--- config.mk ---
export PLATFORM = sky130hd
export DESIGN_NAME = marker_scan_codon_translator
export DESIGN_NICKNAME = d
export VERILOG_FILES = /design/src/hw/rtl/mscan_pkg.sv /design/src/hw/rtl/mscan_window.sv /design/src/hw/rtl/mscan_codon.sv /design/src/hw/rtl/marker_scan_codon_translator.sv
export SDC_FILE = /design/constraint.sdc
export NUM_CORES = 1
export LEC_CHECK = 0
export BUFFER_PORTS_ARGS = -buffer_cell sky130_fd_sc_hd__buf_2
export CORE_MARGIN = 2
export CORE_UTILIZATION = 53
export DETAILED_ROUTE_END_ITERATION = 16
export PLACE_DENSITY = 0.81
export SYNTH_ARGS = -nofsm -noshare
export SYNTH_HDL_FRONTEND = slang
export SYNTH_SLANG_ARGS = --single-unit
--- constraint.sdc ---
create_clock -name clk -period 3.1 [get_ports clk]
set_input_delay 0.31 -clock clk [delete_from_list [all_inputs] [get_ports clk]]
set_output_delay 0.31 -clock clk [all_outputs]
set_load 0.01 [all_outputs]
--- src/hw/rtl/mscan_pkg.sv ---
// ---------------------------------------------------------------------------
// Marker scan codon translator package
// Shared types, codes and the standard genetic code table.
// ---------------------------------------------------------------------------
package mscan_pkg;

	localparam logic [2:0] BASE_OTHER = 3'd4;

	localparam logic [4:0] AMINO_STOP    = 5'd20;
	localparam logic [4:0] AMINO_UNKNOWN = 5'd21;

	// Configuration register word index.
	localparam logic REG_MARKER_PATTERN = 1'b0;

	localparam logic [15:0] MARKER_RESET = 16'h0AC5;

	typedef enum logic [1:0] {
		PH_SEARCH,
		PH_TRANSLATE,
		PH_STOPPED
	} phase_t;

	// Per-base control that the top level hands to the window and codon units.
	typedef struct packed {
		logic win_shift;
		logic codon_step;
		logic clear;
	} step_ctl_t;

	// Index is first*16 + second*4 + third with A0 C1 G2 T3.
	localparam logic [4:0] CODON_TABLE [64] = '{
		5'd8,  5'd11, 5'd8,  5'd11, 5'd16, 5'd16, 5'd16, 5'd16,
		5'd14, 5'd15, 5'd14, 5'd15, 5'd7,  5'd7,  5'd10, 5'd7,
		5'd13, 5'd6,  5'd13, 5'd6,  5'd12, 5'd12, 5'd12, 5'd12,
		5'd14, 5'd14, 5'd14, 5'd14, 5'd9,  5'd9,  5'd9,  5'd9,
		5'd3,  5'd2,  5'd3,  5'd2,  5'd0,  5'd0,  5'd0,  5'd0,
		5'd5,  5'd5,  5'd5,  5'd5,  5'd17, 5'd17, 5'd17, 5'd17,
		5'd20, 5'd19, 5'd20, 5'd19, 5'd15, 5'd15, 5'd15, 5'd15,
		5'd20, 5'd1,  5'd18, 5'd1,  5'd9,  5'd4,  5'd9,  5'd4
	};

endpackage

--- src/hw/rtl/mscan_window.sv ---
// ---------------------------------------------------------------------------
// Marker window
// Holds the most recent bases of the read and flags a marker match.
// ---------------------------------------------------------------------------
module mscan_window #(
	parameter int MARKER_LENGTH = 8
) (
	input  logic                clk,
	input  logic                arst_n,
	input  mscan_pkg::step_ctl_t ctl,
	input  logic [2:0]          base,
	input  logic [15:0]         marker_pattern,
	output logic                match
);
	import mscan_pkg::*;

	localparam int FILL_W = $clog2(MARKER_LENGTH + 1);

	logic [2:0]               window_q   [MARKER_LENGTH];
	logic [2:0]               window_nxt [MARKER_LENGTH];
	logic [FILL_W-1:0]        fill_q;
	logic [MARKER_LENGTH-1:0] hit;
	logic                     full_after;

	// The window after this base is shifted in; the match looks at that view.
	for (genvar i = 0; i < MARKER_LENGTH; i++) begin : g_tap
		localparam int POS = 2 * (MARKER_LENGTH - 1 - i);
		logic [1:0] mbase;

		if (i < MARKER_LENGTH - 1) begin : g_mid
			assign window_nxt[i] = window_q[i + 1];
		end else begin : g_new
			assign window_nxt[i] = base;
		end

		// Marker bases beyond the register width read as A.
		if (POS < 16) begin : g_reg
			assign mbase = marker_pattern[POS +: 2];
		end else begin : g_pad
			assign mbase = 2'b00;
		end

		assign hit[i] = (window_nxt[i] == {1'b0, mbase});
	end

	assign full_after = (fill_q >= FILL_W'(MARKER_LENGTH - 1));
	assign match      = full_after && (&hit);

	always_ff @(posedge clk) begin
		if (ctl.win_shift) begin
			window_q <= window_nxt;
		end
	end

	always_ff @(posedge clk or negedge arst_n) begin
		if (!arst_n) begin
			fill_q <= '0;
		end else if (ctl.clear) begin
			fill_q <= '0;
		end else if (ctl.win_shift && (fill_q != FILL_W'(MARKER_LENGTH))) begin
			fill_q <= fill_q + FILL_W'(1);
		end
	end

endmodule

--- src/hw/rtl/mscan_codon.sv ---
// ---------------------------------------------------------------------------
// Codon assembler
// Collects three bases and translates them with the standard genetic code.
// ---------------------------------------------------------------------------
module mscan_codon (
	input  logic                clk,
	input  logic                arst_n,
	input  mscan_pkg::step_ctl_t ctl,
	input  logic [2:0]          base,
	output logic                amino_valid,
	output logic [4:0]          amino_code
);
	import mscan_pkg::*;

	logic [2:0] first_q;
	logic [2:0] second_q;
	logic [1:0] pos_q;
	logic       is_third;

	// The flag says that the next stepped base completes the codon. It does
	// not depend on the step itself, so the caller can decide whether the
	// base has to wait for the result register before it steps.
	assign is_third    = (pos_q == 2'd2);
	assign amino_valid = is_third;

	always_comb begin
		if (!is_third) begin
			amino_code = '0;
		end else if (first_q[2] || second_q[2] || base[2]) begin
			amino_code = AMINO_UNKNOWN;
		end else begin
			amino_code = CODON_TABLE[{first_q[1:0], second_q[1:0], base[1:0]}];
		end
	end

	always_ff @(posedge clk) begin
		if (ctl.codon_step && (pos_q == 2'd0)) begin
			first_q <= base;
		end
		if (ctl.codon_step && (pos_q == 2'd1)) begin
			second_q <= base;
		end
	end

	always_ff @(posedge clk or negedge arst_n) begin
		if (!arst_n) begin
			pos_q <= '0;
		end else if (ctl.clear || (ctl.codon_step && is_third)) begin
			pos_q <= '0;
		end else if (ctl.codon_step) begin
			pos_q <= pos_q + 2'd1;
		end
	end

endmodule

--- src/hw/rtl/marker_scan_codon_translator.sv ---
// ---------------------------------------------------------------------------
// Marker scan codon translator
// Finds a marker in a read and translates the following codons.
// ---------------------------------------------------------------------------
// The block takes one base per request together with a flag on the read's
// last base, and accepts a new base in every cycle as long as results are
// drained. A base is captured in an input register; from there the
// marker window compare and the codon table lookup update the per-read state
// and, when a codon completes or the read ends, load the result register.
// The sustained rate of one base per cycle, as long as results are
// drained, is set by the per-base state update (window shift with match,
// codon step, phase change) in the processing stage.
// Only bases after the first marker occurrence are translated; translation
// ends after the first stop codon, which is still reported, and a trailing
// partial codon is dropped. A marker that ends on the read's last base does
// not count. Bases with a code above 3 never match the marker and make
// their codon unknown. On the last base the result carries read_end and
// marker_found, and all per-read state clears. The marker pattern lies at
// byte address 0 of the register port; write it only while the block is
// idle. No clearing pass runs after reset.
// ---------------------------------------------------------------------------
module marker_scan_codon_translator #(
	parameter int MARKER_LENGTH = 8
) (
	input  logic        clk,
	input  logic        arst_n,
	// Base request channel.
	input  logic        base_valid,
	output logic        base_ready,
	input  logic [2:0]  base_code,
	input  logic        last_base,
	// Result request channel.
	output logic        result_valid,
	input  logic        result_ready,
	output logic        amino_valid,
	output logic [4:0]  amino_code,
	output logic        read_end,
	output logic        marker_found,
	// Register port.
	input  logic        psel,
	input  logic        penable,
	input  logic        pwrite,
	input  logic [2:0]  paddr,
	input  logic [31:0] pwdata,
	output logic [31:0] prdata,
	output logic        pready
);
	import mscan_pkg::*;

	// Configuration register.
	logic [15:0] marker_pattern_q;
	logic        reg_hit;

	// Input stage.
	logic        valid_s1;
	logic [2:0]  base_s1;
	logic        last_s1;

	// Working signals of the processing stage.
	logic [2:0]  base_clean;
	logic        fire;
	logic        has_result;
	logic        match;
	logic        codon_valid;
	logic        codon_done;
	logic [4:0]  codon_code;
	step_ctl_t   ctl;
	phase_t      phase_q;
	phase_t      phase_nxt;

	// Result register.
	logic        result_valid_q;
	logic        amino_valid_q;
	logic [4:0]  amino_code_q;
	logic        read_end_q;
	logic        marker_found_q;

	// -----------------------------------------------------------------------
	// Register port. Only word 0 exists; other words read as zero.
	// -----------------------------------------------------------------------
	assign pready  = 1'b1;
	assign reg_hit = (paddr[2] == REG_MARKER_PATTERN);
	assign prdata  = reg_hit ? {16'd0, marker_pattern_q} : 32'd0;

	always_ff @(posedge clk or negedge arst_n) begin
		if (!arst_n) begin
			marker_pattern_q <= MARKER_RESET;
		end else if (psel && penable && pwrite && pready && reg_hit) begin
			marker_pattern_q <= pwdata[15:0];
		end
	end

	// -----------------------------------------------------------------------
	// Input register. It refills in the same cycle that its base moves on.
	// -----------------------------------------------------------------------
	assign base_ready = !valid_s1 || fire;

	always_ff @(posedge clk or negedge arst_n) begin
		if (!arst_n) begin
			valid_s1 <= 1'b0;
		end else if (base_ready) begin
			valid_s1 <= base_valid;
		end
	end

	always_ff @(posedge clk) begin
		if (base_valid && base_ready) begin
			base_s1 <= base_code;
			last_s1 <= last_base;
		end
	end

	// -----------------------------------------------------------------------
	// Processing stage. A base that yields no result never waits on the
	// result register; one that does waits only while that register is full.
	// Whether a codon completes is known from the phase and the codon
	// position alone, before the base is allowed to move on.
	// -----------------------------------------------------------------------
	assign base_clean = (base_s1 > BASE_OTHER) ? BASE_OTHER : base_s1;
	assign codon_done = (phase_q == PH_TRANSLATE) && codon_valid;
	assign has_result = codon_done || last_s1;
	assign fire       = valid_s1 && (!has_result || !result_valid_q || result_ready);

	assign ctl.win_shift  = fire && (phase_q == PH_SEARCH);
	assign ctl.codon_step = fire && (phase_q == PH_TRANSLATE);
	assign ctl.clear      = fire && last_s1;

	mscan_window #(
		.MARKER_LENGTH (MARKER_LENGTH)
	) u_window (
		.clk            (clk),
		.arst_n         (arst_n),
		.ctl            (ctl),
		.base           (base_clean),
		.marker_pattern (marker_pattern_q),
		.match          (match)
	);

	mscan_codon u_codon (
		.clk         (clk),
		.arst_n      (arst_n),
		.ctl         (ctl),
		.base        (base_clean),
		.amino_valid (codon_valid),
		.amino_code  (codon_code)
	);

	// Scan phase: search for the marker, translate, then wait for read end.
	always_ff @(posedge clk or negedge arst_n) begin
		if (!arst_n) begin
			phase_q <= PH_SEARCH;
		end else begin
			phase_q <= phase_nxt;
		end
	end

	always_comb begin
		phase_nxt = phase_q;
		if (fire) begin
			if (last_s1) begin
				phase_nxt = PH_SEARCH;
			end else begin
				unique case (phase_q)
					PH_SEARCH: begin
						if (match) begin
							phase_nxt = PH_TRANSLATE;
						end
					end
					PH_TRANSLATE: begin
						if (codon_valid && (codon_code == AMINO_STOP)) begin
							phase_nxt = PH_STOPPED;
						end
					end
					PH_STOPPED: begin
						phase_nxt = PH_STOPPED;
					end
					default: begin
						phase_nxt = PH_SEARCH;
					end
				endcase
			end
		end
	end

	// -----------------------------------------------------------------------
	// Result register. The marker counts as found once the scan has left
	// the search phase; a match on the last base never leaves it.
	// -----------------------------------------------------------------------
	always_ff @(posedge clk or negedge arst_n) begin
		if (!arst_n) begin
			result_valid_q <= 1'b0;
		end else if (fire && has_result) begin
			result_valid_q <= 1'b1;
		end else if (result_ready) begin
			result_valid_q <= 1'b0;
		end
	end

	always_ff @(posedge clk) begin
		if (fire && has_result) begin
			amino_valid_q  <= codon_done;
			amino_code_q   <= codon_done ? codon_code : '0;
			read_end_q     <= last_s1;
			marker_found_q <= last_s1 && (phase_q != PH_SEARCH);
		end
	end

	assign result_valid = result_valid_q;
	assign amino_valid  = amino_valid_q;
	assign amino_code   = amino_code_q;
	assign read_end     = read_end_q;
	assign marker_found = marker_found_q;

endmodule

Yosys cells after proc, flatten, opt, wreduce, memory -nomap -nowiden --
Memory sizes are Yosys's and may differ from the RTL's. Cells that the tools add are included.
Storage, ports and cells: output and inout port bits 43, flip-flop bits (word level) 65, memories kept 1, bits in read-only memories 320
Memories:
- (name not given) | words 64, bits a word 5, rd ports 1, clocked after memory_dff 0, write ports 0, line mscan_codon.sv:32 | amino_code = CODON_TABLE[{first_q[1:0], second_q[1:0], base[1:0]}];
Cells by class: reductions and logical operators 35, order comparisons 3, bitwise logic cells 2, mux-type cells 16, add/subtract/negate cells 2, equal/unequal tests 16
Operator list (number):
- $eq A3 B2 Y1 | 8
- $mux W5 | 4
- $logic_and A1 B1 Y1 | 17
- $mux W16 | 1
- $mux W2 | 5
- $mux W4 | 2
- $reduce_and A8 Y1 | 1
- $reduce_bool A2 Y1 | 4
- $ge A7 B7 Y1 const B | 1
- $logic_or A1 B1 Y1 | 7
- $not A6 Y7 | 1
- $pmux W2 S3 | 1
- $eq A5 B5 Y1 const B | 1
- $add A4 B1 Y4 const B | 1
- $eq A2 B1 Y1 const B | 2
- $eq A2 B2 Y1 const B | 2
- $ge A4 B3 Y1 const B | 1
- $logic_not A2 Y1 | 2
- $ne A4 B4 Y1 const B | 1
- $gt A3 B3 Y1 const B | 1
- $logic_not A1 Y1 | 3
- $mux W3 | 1
- $ne A3 B2 Y1 const B | 1
- $ne A3 B3 Y1 const B | 1
- 4 further kinds | 5

Logic depth before layout (Yosys ltp) --
Gate-level depths: netlist of the first run.
depth after elaboration 13, mapped depth 10, mapped depth without buffers 10

Modules after synthesis --
From an unflattened synthesis of the first run, not the netlist that was laid out.
Unflattened totals: cell total of the unflattened synthesis 271, area total of the unflattened synthesis 3309.4 um^2
Modules (own cells, without submodules):
- marker_scan_codon_translator | area an instance 1565.3 um^2, sequential area each 868.3 um^2, times used 1, cells each 127
- mscan_window | area an instance 1056.0 um^2, sequential area each 730.7 um^2, times used 1, cells each 67
- mscan_codon | area an instance 688.2 um^2, sequential area each 230.2 um^2, times used 1, cells each 77

Worst setup path after synthesis of the first run --
Ideal clock, no wire load.
kind reg2reg, start reg u_codon.pos_q[0], end reg u_window.window_q, in the netlist u_window.window_nxt[10], enable pin, data arrival time 1894 ps, library setup time 379 ps, setup slack 826 ps, cell stages (with the launch flop) 8, cell sequence dfrtp_1 inv_1 ha_1 a21oi_1 nor2_1 nor2b_1 clkbuf_2 and2_1
RTL lines:
- start: declaration | line mscan_codon.sv:17 | logic [1:0] pos_q;
- start signal: assignment | line mscan_codon.sv:51 | pos_q <= pos_q + 2'd1;
- end signal: assignment | line mscan_window.sv:51 | window_q <= window_nxt;
- end: declaration | line mscan_window.sv:19 | logic [2:0] window_q [MARKER_LENGTH];

Worst setup path after layout of the first run --
start reg base_s1[0], end reg phase_q[1]
On the way: word-level cells in the longest chain between the ends 12
Ends and longest elaborated chain:
- start: declaration | line marker_scan_codon_translator.sv:56 | logic [2:0] base_s1;
- start signal: assignment | line marker_scan_codon_translator.sv:108 | base_s1 <= base_code;
- $gt A3 B3 Y1 | line marker_scan_codon_translator.sv:119 | assign base_clean = (base_s1 > BASE_OTHER) ? BASE_OTHER : base_s1;
- $mux W3 (*) | line marker_scan_codon_translator.sv:119
- via base_clean[0] | line marker_scan_codon_translator.sv:60 | logic [2:0] base_clean;
- $not A6 Y7 (implied by the code) | line mscan_codon.sv:32
- $mem_v2 Z64 W5
- $mux W5 (implied by the code) (2 in a row) | line mscan_codon.sv:32
- $mux W5 | line mscan_codon.sv:29 | end else if (first_q[2] || second_q[2] || base[2]) begin
- $mux W5 | line mscan_codon.sv:27 | if (!is_third) begin
- $eq A5 B5 Y1 | line marker_scan_codon_translator.sv:170 | if (codon_valid && (codon_code == AMINO_STOP)) begin
- $logic_and A1 B1 Y1 | line marker_scan_codon_translator.sv:170
- $ne A3 B2 Y1 (no line)
- $reduce_and A3 Y1 (no line) (*)
- end signal: assignment | line marker_scan_codon_translator.sv:153 | phase_q <= phase_nxt;
- end: declaration | line marker_scan_codon_translator.sv:68 | phase_t phase_q;
Mark *: on every way through the listed nets, which the timed path passes. The rest lies on a longest branch. The select of a mux whose other input is x is not followed. A chain may end at the register's enable or synchronous reset.

==> key figures, run 1 <==
Clock network
  • Number of CTS-inserted buffers: 9
  • Worst-Skew Late Latency: 0.34 ns
  • Clk slew on worst S/H paths: 0.07 ns
  • Clk buf depth: 2
  • CTS resizes: 0
  • Post-CTS setup repair buffer count: 0
  • Root Buffer: clkbuf_8
  • # clock sinks: 65
  • Htree depth: 3
  • CTS tree: yes

STA
  • Slew margin rel.: 44.96%
  • Slew @ Worst Pin: 0.8212 ns
  • Endpoints failing setup: 0
  • RSZ-0062 raised after global routing: no
  • Max Slew Vio Count: 0
  • Final Hold Fails: 0
  • Post-layout min period: 2.609 ns
  • TNS Setup: 0 ns
  • Max Clock Freq: 0.3833 GHz
  • Period utilisation layout: 84.16%
  • Clock skew: 0.01239 ns

Finish
  • Finished Core Util: 63.93%
  • Area growth from synthesis to layout: 15.38%
  • Finished layout cell area: 0.003830 sq mm
  • # diodes: 0
  • Commonest cells after routing, fill and taps aside: 53 x buf_2, 39 x edfxtp_1, 20 x dfrtp_1
  • Final non-filler cell total: 408
  • Final #Nets: 387
  • Fraction of layout cells with a size suffix above 1: 30.33%
  • Most common cell after layout, fill and taps aside: buf_2

Global route
  • Vias in the first global route: 2123
  • First-pass GRT wire length: 10090 um
  • Largest net degree at the start of global routing: 27
  • Initial antenna violation count: 0
  • Global route hottest layer: met2
  • Grt ovf: 0
  • Met1 GRT Util: 24.12%
  • Met3 Usage GRT: 5.467%
  • GRT Overall Usage: 18.63%
  • Met2 Use GR: 29.77%

Critical path
  • Buf/Inv on CP: 1
  • Critical path, cell by cell: nand2b_1, inv_1, ha_1, or2_2, nor2_1, a211o_1, a31oi_1, nor4bb_2, o311ai_4, mux2i_1
  • R2r worst-path depth: 10
  • Crit end category: flip-flop
  • WP data required: 3.30 ns
  • Critical Path Stages: 10
  • Worst path top cell family by delay: simple AND/OR/NAND/NOR gates
  • Setup crit start kind: flip-flop
  • Crit path largest cell delay: 0.49 ns
  • Slowest-stage cell, CP: edfxtp_1
  • Critical setup path kind: reg2reg
  • Critical path fanouts, max: 6
  • Arrival @ worst endpoint: 2.81 ns

Detailed routing
  • Post-route ant nets: 0
  • Routed len/inst: 14.95 um
  • Vias/cell: 5.238
  • DRT iter0 DRCs: 177
  • Total number of vias: 2137
  • Pre-antenna DRT Iters: 4
  • DRC violations left: 0
  • Detailed-route wire length: 6098 um

Power
  • Sw Pwr: 0.8210 mW
  • Clock share of power: 28.9%
  • Pwr Density: 716.7 mW/mm^2
  • Pwr Total: 2.745 mW
  • Sw Ratio: 29.91%
  • Pint: 1.924 mW
  • Combinational cell fraction of total power: 23.5%
  • Max VDD drop: 0.0004087 V
  • Leakage power figure: 1.616 nW
  • Seq pwr share: 47.6%

Logic synthesis
  • Cell count after synthesis: 270
  • Ys async rst share: 40.00%
  • Cell area after synthesis: 0.003319 sq mm
  • Sequential area share after synthesis: 55.11%
  • YS warnings: 0
  • Mean Syn Cell Area: 12.29 sq um
  • Primary FF master, synth: edfxtp_1
  • Distinct cells, synth: 49
  • Number of flops mapped to enable cells by yosys: 39
  • Number of synthesized register bits: 65

Place
  • Final RePlAce weighted congestion: 0.8219
  • HPWL Detailed: 4307 um
  • Post-DP Area: 0.003598 sq mm
  • Inst Count DP: 391
  • Port-buffer cells: 53

Floorplan
  • Die ar.: 0.006912 sq mm
  • DIE WIDTH: 83.14 um
  • IO Pins: 89
  • Die span in y: 83.14 um
  • Initial Util: 55.41%
  • FP Rows: 28
  • Core ar.: 0.005991 sq mm

Worst hold path
  • Hold Crit Class: in2reg
  • Worst Hold Depth: 1

Job
  • Max-Cap Viols: 0

Run status
  • Run status: completed
==> power groups by stage <==
stage | logic, mW | registers (mW) | clock network (mW)
after floorplan | 0.472 | 1.27 | 0
after global placement | 0.604 | 1.31 | 0
after detailed placement | 0.637 | 1.32 | 0
after CTS | 0.649 | 1.30 | 0.813
after global routing | 0.716 | 1.33 | 0.850
final | 0.644 | 1.31 | 0.793
==> flip-flops by register name, summed over array words and instances, names as in the netlist, 2 cells and up <==
signal / count
u_window.window_nxt: 21
marker_pattern_q: 16
amino_code: 5
u_window.fill_q: 4
base_s1: 3
u_codon.first_q: 3
u_codon.second_q: 3
phase_q: 2
u_codon.pos_q: 2
==> final cells by class <==
cell class / instances / area [sq um]
fill: 444 / 2161
inverter: 13 / 48.80
clock buffer: 11 / 141.4
tap: 75 / 93.84
sequential: 65 / 1829
timing repair buffer: 58 / 317.8
clock inverter: 5 / 80.08
multi-input combinational: 181 / 1319
==> Yosys cell counts (2+ instances only) <==
library cell	n	area, sq um
nor3_1	2	10.01
and2b_1	3	22.52
nand3_1	2	10.01
o211ai_1	3	22.52
nand2_1	11	41.29
dfrtp_1	20	500.5
edfxtp_1	39	1171
o2111ai_1	2	17.52
o21ai_0	7	35.03
nand2b_1	6	37.54
buf_6	2	22.52
o221ai_1	3	26.28
nand3b_1	2	15.01
buf_4	17	127.6
nand4_1	5	31.28
mux2i_1	3	30.03
xor2_1	10	87.58
mux2_2	17	191.4
clkbuf_1	5	18.77
and3_1	2	12.51
ha_1	13	162.7
nor4_1	5	31.28
a21oi_1	11	55.05
conb_1	2	7.510
nor2_1	10	37.54
xnor2_1	8	70.07
and2_1	5	31.28
nor2b_1	17	106.4
dfstp_2	6	157.7
inv_1	13	48.80
==> final timing paths <==
check | startpoint | endpoint | slack [ns]
setup reg to reg | base_s1[0]$_DFFE_PP_ | phase_q[1]$_DFFE_PN0P_ | 0.49
setup / recovery | base_s1[0]$_DFFE_PP_ | phase_q[1]$_DFFE_PN0P_ | 0.49
hold reg to reg | u_window.window_nxt[8]$_DFFE_PP_ | u_window.window_nxt[11]$_DFFE_PP_ | 0.44
min in group asynchronous | arst_n | marker_pattern_q[14]$_DFFE_PN0P_ | 0.51
hold / removal | last_base | last_s1$_DFFE_PP_ | 0.14
max in group asynchronous | arst_n | phase_q[1]$_DFFE_PN0P_ | 2.17
==> layer usage <==
metal,wire (um),vias up
met1,2703,1016
met4,70,0
met2,2963,74
met5,0,-
li1,-,1040
met3,360,7
==> cells by family (layout without fill, tap and decap cells) <==
| family | count (synthesis) | count (layout) | synth area share (%) |
|---|---|---|---|
| other | 2 | 17 | 0.2262 |
| AO/OA/AOI/OAI | 35 | 35 | 7.351 |
| multiplexers | 20 | 20 | 6.672 |
| buffers and inverters | 39 | 87 | 6.860 |
| XOR/XNOR | 18 | 18 | 4.749 |
| adder cells (fa/ha/maj) | 13 | 13 | 4.900 |
| AND/OR/NAND/NOR | 78 | 78 | 14.14 |
| flip-flops | 65 | 65 | 55.11 |
==> repair_timing <==
action / CTS / global route
hold buffers: 1 / 0
setup endpoints to repair: 0 / 0
hold endpoints to repair: 20 / 0
==> through the flow <==
step,hold WS (ns),worst slack (ns)
after detailed placement,0.3471,0.4580
after global placement,0.3395,0.5471
after floorplan,0.01441,0.8264
final,0.1438,0.4911
after CTS,0.1277,0.4554
after global routing,0.1265,0.3033
(Power assumes the default switching activity.)
==> inputs of run 2 (changes only) <==
ABC_AREA = 1   (was default)
CORE_UTILIZATION = 48   (was 53)
PLACE_DENSITY = 0.77   (was 0.81)
clock period = 2.3 ns   (was 3.1 ns; I/O delays follow)
==> run 2 against run 1 <==
Wire length up 4.6%. Cell count increased by 41%. Critical endpoint is now u_codon.second_q[1]$_DFFE_PP_. Largest cell class unchanged. Clock power increased by 4.0%. Synthesized cell count is 53% higher. Worst setup slack lost 0.21 ns. Clock-buffer cell count grew 1. Highest routed layer unchanged. Sequential power is 31% higher. Clock skew decreased by 0.0025 ns.
==> key figures, run 2 <==
Finish
  • Fraction of layout cells with a size suffix above 1: 20.59% (was 30.33%)
  • Area growth from synthesis to layout: 13.65% (was 15.38%)
  • Final non-filler cell total: 575 (was 408)
  • Finished Core Util: 55.31% (was 63.93%)
  • Final #Nets: 530 (was 387)
  • Max reg flops: 21 (unchanged)
  • Finished layout cell area: 0.003948 sq mm (was 0.003830 sq mm)
  • Commonest cells after routing, fill and taps aside: 97 x nand2_1, 68 x nor2_1, 58 x inv_1, 53 x buf_2, 39 x edfxtp_1 (was 53 x buf_2, 39 x edfxtp_1, 20 x dfrtp_1)
  • Most common cell after layout, fill and taps aside: nand2_1 (was buf_2)
  • # diodes: 0 (unchanged)

Detailed routing
  • Post-route ant nets: 0 (unchanged)
  • Vias/cell: 4.610 (was 5.238)
  • Routed len/inst: 11.09 um (was 14.95 um)
  • Detailed-route wire length: 6378 um (was 6098 um)
  • DRT iter0 DRCs: 162 (was 177)
  • Pre-antenna DRT Iters: 4 (unchanged)
  • Total number of vias: 2651 (was 2137)
  • DRC violations left: 0 (unchanged)

Global route
  • Initial antenna violation count: 0 (unchanged)
  • Vias in the first global route: 2467 (was 2123)
  • GRT Overall Usage: 17.85% (was 18.63%)
  • Largest net degree at the start of global routing: 33 (was 27)
  • Grt ovf: 0 (unchanged)
  • First-pass GRT wire length: 10840 um (was 10090 um)

Critical path
  • Worst path top cell family by delay: simple AND/OR/NAND/NOR gates (unchanged)
  • Critical path, cell by cell: inv_1, ha_1, nand2_2, nand2_1, nand3_1, and2_4, inv_2, nor2_1, inv_1, nor2_1 (was nand2b_1, inv_1, ha_1, or2_2, nor2_1, a211o_1, a31oi_1, nor4bb_2, o311ai_4, mux2i_1)
  • Critical setup path kind: reg2reg (unchanged)
  • Crit end category: flip-flop (unchanged)
  • Crit path largest cell delay: 0.35 ns (was 0.49 ns)
  • Critical path fanouts, max: 5 (was 6)
  • Buf/Inv on CP: 3 (was 1)
  • Slowest-stage cell, CP: dfrtp_1 (was edfxtp_1)
  • Setup crit start kind: flip-flop (unchanged)
  • WP data required: 2.31 ns (was 3.30 ns)
  • Arrival @ worst endpoint: 2.04 ns (was 2.81 ns)

STA
  • Clock skew: 0.009861 ns (was 0.01239 ns)
  • Endpoints failing setup: 0 (unchanged)
  • Post-layout min period: 2.024 ns (was 2.609 ns)
  • RSZ-0062 raised after global routing: no (unchanged)
  • Max Clock Freq: 0.4942 GHz (was 0.3833 GHz)
  • Final Hold Fails: 0 (unchanged)
  • TNS Setup: 0 ns (unchanged)
  • Setup WS post-layout: 0.2765 ns (was 0.4911 ns)
  • WHS: 0.06080 ns (was 0.1438 ns)
  • Max Slew Vio Count: 0 (unchanged)
  • Slew @ Worst Pin: 0.5977 ns (was 0.8212 ns)
  • Period utilisation layout: 87.98% (was 84.16%)
  • Slew margin rel.: 60.15% (was 44.96%)

Logic synthesis
  • Most common cell in the synthesized netlist: nand2_1 (was edfxtp_1)
  • Cell count after synthesis: 412 (was 270)
  • Dominant cells by area after synthesis: edfxtp_1 34%, dfrtp_1 14%, nand2_1 10%, nor2_1 7.3%, inv_1 6.3% (was edfxtp_1 35%, dfrtp_1 15%, mux2_2 5.8%, ha_1 4.9%, dfstp_2 4.7%)
  • Mean Syn Cell Area: 8.430 sq um (was 12.29 sq um)
  • Top-area cell type share of the netlist area: 33.72% (was 35.28%)
  • Sequential area share after synthesis: 52.67% (was 55.11%)
  • Ys async rst share: 40.00% (unchanged)
  • YS warnings: 0 (unchanged)
  • Number of synthesized register bits: 65 (unchanged)
  • Cell area after synthesis: 0.003473 sq mm (was 0.003319 sq mm)
  • Area leader, netlist: edfxtp_1 (unchanged)
  • Synth top cells by count: 97 x nand2_1, 68 x nor2_1, 58 x inv_1, 39 x edfxtp_1, 26 x a21oi_1 (was 39 x edfxtp_1, 20 x dfrtp_1, 17 x buf_4, 17 x mux2_2, 17 x nor2b_1)
  • Primary FF master, synth: edfxtp_1 (unchanged)
  • Distinct cells, synth: 30 (was 49)
  • Number of flops mapped to enable cells by yosys: 39 (unchanged)

Floorplan
  • Die ar.: 0.007933 sq mm (was 0.006912 sq mm)
  • FP Rows: 31 (was 28)
  • IO Pins: 89 (unchanged)
  • Die span in y: 89.07 um (was 83.14 um)
  • Initial Util: 48.67% (was 55.41%)
  • Core ar.: 0.007137 sq mm (was 0.005991 sq mm)
  • DIE WIDTH: 89.07 um (was 83.14 um)

Place
  • Port-buffer cells: 53 (unchanged)
  • Final RePlAce weighted congestion: 0.8068 (was 0.8219)
  • Post-Place Worst Slack: 0.2806 ns (was 0.4580 ns)
  • Inst Count DP: 558 (was 391)
  • HPWL Detailed: 4794 um (was 4307 um)
  • Post-DP Area: 0.003772 sq mm (was 0.003598 sq mm)

Power
  • Max VDD drop: 0.0004494 V (was 0.0004087 V)
  • Leakage power figure: 2.010 nW (was 1.616 nW)
  • Pwr Density: 862.1 mW/mm^2 (was 716.7 mW/mm^2)
  • Pwr Total: 3.403 mW (was 2.745 mW)

Clock network
  • Root Buffer: clkbuf_8 (unchanged)
  • Worst-Skew Late Latency: 0.34 ns (about the same)
  • Post-CTS setup repair buffer count: 0 (unchanged)
  • Clk buf depth: 2 (unchanged)
  • Clk slew on worst S/H paths: 0.07 ns (about the same)
  • Htree depth: 3 (unchanged)
  • # clock sinks: 65 (unchanged)
  • CTS tree: yes (unchanged)
  • Number of CTS-inserted buffers: 9 (unchanged)

Run status
  • Run status: completed (unchanged)

Job
  • Max-Cap Viols: 0 (unchanged)

Worst hold path
  • Hold Crit Class: in2reg (unchanged)
==> run 2: changes by cell type after synthesis, moves of 17 or more <==
cell / change
inv_1: +45
mux2_2: -17
nand2_1: +86
nand3_1: +19
nor2_1: +58
nor2b_1: -17
==> run 2: final timing paths <==
| kind | start | endpoint | slack [ns] | cells after the start |
|---|---|---|---|---|
| setup / recovery | u_codon.pos_q[0]$_DFFE_PN0P_ | u_codon.second_q[1]$_DFFE_PP_ | 0.28 | 10 |
| hold / removal | base_code[1] | base_s1[1]$_DFFE_PP_ | 0.06 | 1 |
| setup reg to reg | u_codon.pos_q[0]$_DFFE_PN0P_ | u_codon.second_q[1]$_DFFE_PP_ | 0.28 | 10 |
| hold reg to reg | u_window.window_nxt[11]$_DFFE_PP_ | u_window.window_nxt[14]$_DFFE_PP_ | 0.46 | 0 |
| max in group asynchronous | arst_n | valid_s1$_DFFE_PN0N_ | 1.47 | 2 |
| min in group asynchronous | arst_n | marker_pattern_q[15]$_DFFE_PN0P_ | 0.43 | 2 |
==> run 2: logic make-up (layout without fill, tap and decap cells) <==
kind of cell | Yosys count | after routing | share of synthesized area, %
AO/OA/AOI/OAI | 38 | 38 | 5.691
XOR/XNOR | 2 | 2 | 0.5044
adder cells (fa/ha/maj) | 13 | 13 | 4.683
buffers and inverters | 89 | 138 | 12.03
flip-flops | 65 | 65 | 52.67
other | 2 | 17 | 0.2162
AND/OR/NAND/NOR | 203 | 203 | 24.21
==> run 2: layout make-up <==
cell class              instances  area (sq um)
fillers                       657          3189
flip-flops and latches         65          1829
multi-input cells             273          1282
repair buffers                 58         305.3
inverters                      64         241.5
clock buffers                  12         145.1
well taps                      99         123.9
clock inverters                 4         20.02
==> run 2: worst reg2reg max path: cells and delay by family (launching register included) <==
family	cells	cell delay, ns
adder cells (fa/ha/maj)	1	0.24
buffers and inverters	3	0.23
flip-flops	1	0.35
AND/OR/NAND/NOR	6	0.87
==> run 2: power by group <==
part / internal (mW) / total, mW / switching [mW]
combinational: 0.313 / 0.857 / 0.544
sequential: 1.56 / 1.72 / 0.163
clock: 0.413 / 0.825 / 0.412
total: 2.28 / 3.40 / 1.12
==> run 2: repair_timing <==
action                    4_1_cts  5_1_grt
hold buffers                    1        0
gates resized for setup         0        0
hold endpoints to repair       20        0
==> run 2: layer usage <==
layer	vias up	routed length [um]	global-route usage (%)	share of wire (%)
met5	-	0	0	0
met4	0	140	8.277	2.2
met3	11	286	3.786	4.5
met2	75	3101	29.38	49
met1	1200	2849	22.70	45
li1	1365	-	-	-
